## src/rtl/kert_pkg.sv

```systemverilog
// Shared types and constants of the key event remap table.
`default_nettype none
package kert_pkg;

	localparam int RULES = 16;
	localparam int IDX_W = (RULES > 1) ? $clog2(RULES) : 1;
	localparam logic [15:0] TYPE_KEY = 16'd1;

	typedef struct packed {
		logic              cmd;
		logic [3:0]        rule_index;
		logic              rule_enable;
		logic [15:0]       ev_type;
		logic [15:0]       ev_code;
		logic signed [31:0] ev_value;
		logic              any_value;
		logic [15:0]       new_code;
		logic signed [31:0] new_value;
		logic              keep_value;
		logic              add_release;
	} kert_item_t;

	typedef struct packed {
		logic [15:0]        out_type;
		logic [15:0]        out_code;
		logic signed [31:0] out_value;
		logic               last;
	} kert_result_t;

	typedef struct packed {
		logic [15:0] cmp_type;
		logic [15:0] cmp_code;
		logic [31:0] cmp_value;
		logic        any_value;
		logic        keep_value;
		logic        add_release;
		logic [15:0] new_code;
		logic [31:0] new_value;
	} kert_rule_t;

	localparam int RULE_W = $bits(kert_rule_t);

	typedef struct packed {
		logic             wr_rule;
		logic             ld_ev;
		logic             rd_en;
		logic [IDX_W-1:0] rd_addr;
		logic             emit_hit;
		logic             emit_pass;
		logic             emit_rel;
	} kert_cmd_t;

	typedef struct packed {
		logic hit;
		logic rel;
	} kert_sts_t;

endpackage
`default_nettype wire

```

## src/rtl/kert_ram.sv

```systemverilog
// Generic simple dual-port RAM (one write port, one read port) with registered read.
`default_nettype none
module kert_ram #(
	parameter int WIDTH = 8,
	parameter int DEPTH = 16,
	localparam int AW = (DEPTH > 1) ? $clog2(DEPTH) : 1
) (
	input  wire logic             clk,
	input  wire logic             wr_en,
	input  wire logic [AW-1:0]    wr_addr,
	input  wire logic [WIDTH-1:0] wr_data,
	input  wire logic             rd_en,
	input  wire logic [AW-1:0]    rd_addr,
	output logic      [WIDTH-1:0] rd_data
);

	logic [WIDTH-1:0] mem_q [DEPTH];

	always_ff @(posedge clk) begin
		if (wr_en) begin
			mem_q[wr_addr] <= wr_data;
		end
		if (rd_en) begin
			rd_data <= mem_q[rd_addr];
		end
	end

endmodule
`default_nettype wire

```

## src/rtl/kert_dp.sv

```systemverilog
// Datapath: rule storage, event register, rule compare and result register.
`default_nettype none
module kert_dp import kert_pkg::*; (
	input  wire logic         clk,
	input  wire logic         arst_n,
	input  wire kert_item_t   item,
	input  wire kert_cmd_t    cmd,
	output kert_sts_t         sts,
	output kert_result_t      result,
	output logic              result_stb
);

	logic [RULES-1:0] valid_q;
	logic             valid_s1;
	kert_item_t       ev_q;
	logic [RULE_W-1:0] rd_data;
	kert_rule_t       rule_wr;
	kert_rule_t       rule_rd;
	logic             wr_en;
	logic             hit;
	kert_result_t     result_q;
	logic             stb_q;

	assign wr_en = cmd.wr_rule && (32'(item.rule_index) < RULES);

	always_comb begin
		rule_wr.cmp_type    = item.ev_type;
		rule_wr.cmp_code    = item.ev_code;
		rule_wr.cmp_value   = item.ev_value;
		rule_wr.any_value   = item.any_value;
		rule_wr.keep_value  = item.keep_value;
		rule_wr.add_release = item.add_release;
		rule_wr.new_code    = item.new_code;
		rule_wr.new_value   = item.new_value;
	end

	kert_ram #(
		.WIDTH(RULE_W),
		.DEPTH(RULES)
	) u_rule_ram (
		.clk    (clk),
		.wr_en  (wr_en),
		.wr_addr(IDX_W'(item.rule_index)),
		.wr_data(rule_wr),
		.rd_en  (cmd.rd_en),
		.rd_addr(cmd.rd_addr),
		.rd_data(rd_data)
	);

	assign rule_rd = kert_rule_t'(rd_data);

	always_ff @(posedge clk or negedge arst_n) begin
		if (!arst_n) begin
			valid_q <= '0;
		end else if (wr_en) begin
			valid_q[IDX_W'(item.rule_index)] <= item.rule_enable;
		end
	end

	always_ff @(posedge clk) begin
		if (cmd.rd_en) begin
			valid_s1 <= valid_q[cmd.rd_addr];
		end
		if (cmd.ld_ev) begin
			ev_q <= item;
		end
	end

	assign hit = valid_s1 && (rule_rd.cmp_type == ev_q.ev_type)
		&& (rule_rd.cmp_code == ev_q.ev_code)
		&& (rule_rd.any_value || (rule_rd.cmp_value == ev_q.ev_value));

	assign sts.hit = hit;
	assign sts.rel = rule_rd.add_release;

	always_ff @(posedge clk or negedge arst_n) begin
		if (!arst_n) begin
			stb_q <= 1'b0;
		end else begin
			stb_q <= cmd.emit_hit || cmd.emit_pass || cmd.emit_rel;
		end
	end

	always_ff @(posedge clk) begin
		if (cmd.emit_hit) begin
			result_q.out_type  <= TYPE_KEY;
			result_q.out_code  <= rule_rd.new_code;
			result_q.out_value <= rule_rd.keep_value ? ev_q.ev_value : rule_rd.new_value;
			result_q.last      <= !rule_rd.add_release;
		end else if (cmd.emit_pass) begin
			result_q.out_type  <= ev_q.ev_type;
			result_q.out_code  <= ev_q.ev_code;
			result_q.out_value <= ev_q.ev_value;
			result_q.last      <= 1'b1;
		end else if (cmd.emit_rel) begin
			result_q.out_value <= '0;
			result_q.last      <= 1'b1;
		end
	end

	assign result     = result_q;
	assign result_stb = stb_q;

endmodule
`default_nettype wire

```

## src/rtl/kert_ctrl.sv

```systemverilog
// Controller: accepts beats and steps the rule scan and result sequence.
`default_nettype none
module kert_ctrl import kert_pkg::*; (
	input  wire logic       clk,
	input  wire logic       arst_n,
	input  wire logic       start,
	input  wire logic       item_cmd,
	input  wire kert_sts_t  sts,
	output logic            busy,
	output kert_cmd_t       cmd
);

	localparam logic [1:0] ST_IDLE = 2'd0;
	localparam logic [1:0] ST_SCAN = 2'd1;
	localparam logic [1:0] ST_REL  = 2'd2;

	logic [1:0]       state_q;
	logic [1:0]       state_d;
	logic [IDX_W-1:0] idx_q;
	logic [IDX_W-1:0] idx_d;
	logic             pend_q;
	logic             pend_d;
	logic             last_q;
	logic             last_d;
	logic             accept;

	assign busy   = (state_q != ST_IDLE);
	assign accept = start && !busy;

	always_comb begin
		state_d = state_q;
		idx_d   = idx_q;
		pend_d  = pend_q;
		last_d  = last_q;
		cmd     = '0;
		cmd.rd_addr = idx_q;
		case (state_q)
			ST_IDLE: begin
				if (accept) begin
					if (item_cmd) begin
						cmd.wr_rule = 1'b1;
					end else begin
						cmd.ld_ev = 1'b1;
						idx_d   = '0;
						pend_d  = 1'b0;
						last_d  = 1'b0;
						state_d = ST_SCAN;
					end
				end
			end
			ST_SCAN: begin
				if (pend_q && sts.hit) begin
					cmd.emit_hit = 1'b1;
					state_d = sts.rel ? ST_REL : ST_IDLE;
				end else if (pend_q && last_q) begin
					cmd.emit_pass = 1'b1;
					state_d = ST_IDLE;
				end else begin
					cmd.rd_en = 1'b1;
					pend_d = 1'b1;
					last_d = (idx_q == IDX_W'(RULES - 1));
					idx_d  = idx_q + 1'b1;
				end
			end
			ST_REL: begin
				cmd.emit_rel = 1'b1;
				state_d = ST_IDLE;
			end
			default: begin
				state_d = ST_IDLE;
			end
		endcase
	end

	always_ff @(posedge clk or negedge arst_n) begin
		if (!arst_n) begin
			state_q <= ST_IDLE;
			idx_q   <= '0;
			pend_q  <= 1'b0;
			last_q  <= 1'b0;
		end else begin
			state_q <= state_d;
			idx_q   <= idx_d;
			pend_q  <= pend_d;
			last_q  <= last_d;
		end
	end

endmodule
`default_nettype wire

```

## src/rtl/key_event_remap_table_core.sv

```systemverilog
// Top level of the key event remap table.
`default_nettype none
// A beat is taken when start is high and busy is low. A rule write (cmd 1)
// keeps busy low and gives no result. An event (cmd 0) scans the rule RAM
// one slot per cycle through its single read port; busy stays high until
// the scan ends and, when a release result follows, through that result.
// Each result appears on result for exactly one cycle with result_stb high,
// in the cycle after the decision, and must be taken then, since the
// receiver cannot stall the block. The valid marks of all rule slots are
// cleared by reset.
module key_event_remap_table_core import kert_pkg::*; (
	input  wire logic       clk,
	input  wire logic       arst_n,
	input  wire logic       start,
	output logic            busy,
	input  wire kert_item_t item,
	output kert_result_t    result,
	output logic            result_stb
);

	kert_cmd_t cmd;
	kert_sts_t sts;

	kert_ctrl u_ctrl (
		.clk     (clk),
		.arst_n  (arst_n),
		.start   (start),
		.item_cmd(item.cmd),
		.sts     (sts),
		.busy    (busy),
		.cmd     (cmd)
	);

	kert_dp u_dp (
		.clk       (clk),
		.arst_n    (arst_n),
		.item      (item),
		.cmd       (cmd),
		.sts       (sts),
		.result    (result),
		.result_stb(result_stb)
	);

endmodule
`default_nettype wire

```

## config.mk

```make
export PLATFORM = sky130hd
export DESIGN_NAME = key_event_remap_table_core
export DESIGN_NICKNAME = d
export VERILOG_FILES = /design/src/rtl/kert_pkg.sv /design/src/rtl/kert_ram.sv /design/src/rtl/kert_dp.sv /design/src/rtl/kert_ctrl.sv /design/src/rtl/key_event_remap_table_core.sv
export SDC_FILE = /design/constraint.sdc
export NUM_CORES = 2
export LEC_CHECK = 0
export BUFFER_PORTS_ARGS = -buffer_cell sky130_fd_sc_hd__buf_2
export CAP_MARGIN = 30
export CORE_MARGIN = 2
export CORE_UTILIZATION = 50
export CTS_BUF_LIST = sky130_fd_sc_hd__clkbuf_8 sky130_fd_sc_hd__clkbuf_16
export CTS_CLUSTER_SIZE = 24
export DETAILED_ROUTE_END_ITERATION = 8
export GPL_TIMING_DRIVEN = 0
export HOLD_SLACK_MARGIN = 0.05
export PLACE_DENSITY = 0.69
export SYNTH_ARGS = -nofsm -noshare
export SYNTH_HDL_FRONTEND = slang
export SYNTH_SLANG_ARGS = --single-unit
```

## constraint.sdc

```tcl
create_clock -name clk -period 32 [get_ports clk]
set_clock_uncertainty 0.1 [all_clocks]
set_input_delay 3.2 -clock clk [delete_from_list [all_inputs] [get_ports clk]]
set_output_delay 3.2 -clock clk [all_outputs]
set_load 0.01 [all_outputs]
```

==> impl_metrics.py <==
metrics = {
    "drt": {
        "routed_wl_mm": 214,
        "ant_nets": 0,
        "drc": 0,
        "vias": 42700,
        "drt_iter0_drc": 6101,
        "post_drt_wl_per_cell_um": 31.2,
        "dr.pass1.iters": 6,
        "routed_via_density": 6.23,
    },
    "yosys": {
        "avgSynthCellArea_um2": 19.9,
        "yosys.area_share.simple_pct": 1.52,
        "syn-num-nets": 4154,
        "synth_edf_count": 2069,
        "netlist-cell-type-count": 48,
        "muxShareOfSynthArea_pct": 12.8,
        "synth-warning-count": 0,
        "syn_inst": 4029,
        "ys_seq_elements": 2110,
        "postSynth.asyncResetShare_pct": 1.18,
        "synth_top_family_by_area": "multiplexers",
        "synthesis.area_mm2": 0.0801,
        "synth_flop_cell": "edfxtp_1",
        "synth-xor-area-share_pct": 0.700,
        "yosysSeqAreaShare_pct": 78.8,
        "synth-compound-area-share_pct": 5.14,
        "synth_fa_ha_area_share_pct": 0.0156,
    },
    "timing": {
        "fmax_mhz": 186,
        "setup_viol": 0,
        "tightestPinTransition_ns": 1.10,
        "min_period_over_period_pct": 16.8,
        "relSlewSlack_pct": 26.4,
        "drv_slew": 0,
        "rsz0062_at_grt": "false",
        "fin_crit_ns": 5.39,
        "hold_violations": 0,
        "finalSetupTns_ns": 0,
    },
    "setup_path": {
        "rr_worst_depth": 10,
        "worstPathArrival_ns": 5.81,
        "worst-setup-path-type": "in2reg",
        "end_kind": "register",
        "path_max_fanout": 11,
        "cp.required_ns": 32.42,
        "critical_path.startpoint_type": "input pin",
    },
    "global_route": {
        "grt_overflow_total": 0,
        "grt_pass1_vias": 41500,
        "grt_pass1_wl_mm": 302,
        "grt_usage_pct": 26.1,
        "grt_max_degree": 62,
        "antenna_found_initial": 43,
    },
    "cts": {
        "clkTransAtPathRegs_ns": 0.06,
        "numCtsBuffers": 204,
        "cts_tree": "yes",
        "cts_setup_buffers": 0,
        "cts_buffer_depth": 3,
        "htree_levels": 4,
        "post_cts_resized": 0,
        "cts_root_buf": "clkbuf_16",
        "hold_buffers": 0,
        "clock_latency_ns": 0.84,
        "cts.sinks": 2110,
    },
    "floorplanning": {
        "ios": 191,
        "rows": 146,
        "start_util_pct": 50.4,
        "die-width_um": 404,
        "core_mm2": 0.159,
        "die_y_um": 404,
        "dieArea_mm2": 0.163,
    },
    "cells_and_area": {
        "syn_to_final_growth_pct": 15.9,
        "regArea_mm2": 0.0631,
        "drive_above_1_share_pct": 22.0,
        "final_cell_area_mm2": 0.0928,
        "multi_input_area_mm2": 0.0162,
        "final_nets": 4724,
        "fillers": 11300,
    },
    "placed_design": {
        "post_dp_cell_area_mm2": 0.0866,
        "port_buffers": 190,
        "gp_congestion": 0.827,
        "dp_hpwl_mm": 146,
    },
    "hold_path": {
        "hp-class": "reg2reg",
        "hold_path_depth": 2,
    },
    "power_and_ir_drop": {
        "leakage_uw": 0.0309,
        "vdd_drop_max_uv": 51.2,
        "powerDensity_mw_per_mm2": 81.8,
    },
    "status": {
        "status": "completed",
    },
    "job": {
        "maxCapViolCount": 0,
    },
}
==> critical path, stage by stage <==
cell and delay, ns:
buf_2 0.09, nand3_1 0.15, nor2_1 0.16, nand2_1 0.26, nor3_2 0.77, buf_6 0.26
buf_6 0.19, buf_6 0.18, buf_6 0.18, buf_6 0.16, buf_6 0.17
==> path summary, 6_finish.rpt <==
check | start | end | slack [ns]
worst max-delay path | start | u_dp.u_rule_ram.mem_q[2][43] | 26.61
max in group asynchronous | arst_n | u_dp.valid_q[4] | 29.11
worst max register to register | u_ctrl.idx_q[1] | u_dp.u_rule_ram.rd_data[94] | 27.44
worst min register to register | u_dp.result[63] | u_dp.result[63] | 0.34
min in group asynchronous | arst_n | u_dp.valid_q[10] | 2.27
worst min-delay path | u_dp.result[63] | u_dp.result[63] | 0.34
==> cell usage after synthesis (2+ instances only) <==
cell | n | share of area (%)
xor2_1 | 21 | 0.23
mux4_2 | 232 | 6.5
nor3_1 | 6 | 0.037
o21ai_0 | 236 | 1.5
mux2i_1 | 348 | 4.3
inv_1 | 9 | 0.042
nand3_1 | 4 | 0.025
nor2_1 | 18 | 0.084
a22o_1 | 32 | 0.35
xnor2_1 | 43 | 0.47
dfxtp_1 | 16 | 0.40
nand4_1 | 13 | 0.10
dfrtp_1 | 25 | 0.78
nand2_1 | 205 | 0.96
o21ai_1 | 15 | 0.094
nor2b_1 | 2 | 0.016
nand2b_1 | 6 | 0.047
clkbuf_1 | 145 | 0.68
a21o_1 | 3 | 0.028
a22oi_1 | 116 | 1.1
a221oi_1 | 116 | 1.3
or4_1 | 2 | 0.019
or2_2 | 3 | 0.023
buf_2 | 16 | 0.10
buf_1 | 43 | 0.20
edfxtp_1 | 2069 | 78
buf_6 | 5 | 0.070
nor4_1 | 9 | 0.070
a21oi_1 | 119 | 0.74
mux2_2 | 133 | 1.9
and2_1 | 2 | 0.016
==> cells in the final DEF (no fill, tap or decap), types with 15 or more instances in the layout <==
cell       Yosys  layout
buf_1         43      43
o21ai_1       15      15
nand2_1      205     205
buf_16         0      18
clkinv_2       0      36
mux2_2       133     133
a21oi_1      119     119
dfxtp_1       16      16
dfrtp_1       25      25
o21ai_0      236     236
clkinv_1       0      59
mux2i_1      348     348
a221oi_1     116     116
xor2_1        21      21
inv_1          9      56
clkbuf_1     145     142
a22oi_1      116     116
buf_2         16     206
buf_12         0      54
buf_8          0      41
mux4_2       232     232
clkbuf_16      0     208
xnor2_1       43      43
buf_6          5      62
a22o_1        32      32
edfxtp_1    2069    2069
==> final cells by class <==
type	count	area share, %
sequential	2110	67.9
multi-input combinational	1700	17.5
clock buffer	209	5.62
timing repair buffer	364	4.11
tap	2072	2.79
clock inverter	165	1.05
buffer	210	0.922
inverter	9	0.0391
antenna	12	0.0323
==> routing by layer <==
metal	track usage [%]	wire length, µm	part of all wire [%]	vias up
met5	0	344	0.16	-
met1	35.8	82200	38	22200
li1	-	-	-	17700
met2	40.3	99400	47	2317
met4	7.95	6570	3.1	32
met3	8.13	25100	12	398
==> where the power goes <==
group	switching [µW]	internal (µW)	leakage (µW)	total, µW
registers	97.5	3220	0.0192	3310
logic	1270	774	0.00851	2040
clock network	1010	1230	0.00324	2240
==> sequential cells by signal, indices dropped and copies added (netlist names) <==
register / cells
u_ctrl.last_q: 1
u_dp.u_rule_ram.rd_data: 115
u_dp.result_stb: 1
u_ctrl.idx_q: 4
u_dp.valid_s1: 1
u_dp.u_rule_ram.mem_q: 1840
u_ctrl.state_q: 2
u_ctrl.pend_q: 1
u_dp.valid_q: 16
u_dp.result: 65
u_dp.ev_q: 64
==> cells by family after synthesis <==
logic type,after synthesis
flops,2110
buf+inv,219
fa+ha+maj,1
mux,714
simple gates,278
xor+xnor,64
compound gates,643
==> metrics by stage <==
step                setup WS, ns  power, µW  std cells  utilization, %  hold slack (ns)
floorplan                  19.17       4510       4029               -            0.349
global placement            9.25       5290       6291            52.7            0.335
detailed placement         25.85       5390       6462            54.5            0.337
CTS                        26.68       7600       6836            58.4            0.346
global route               26.50       7830       6842            58.5            0.357
finish                     26.61       7600       6851            58.5            0.344
Note: power is estimated with default switching activity, not from simulation.
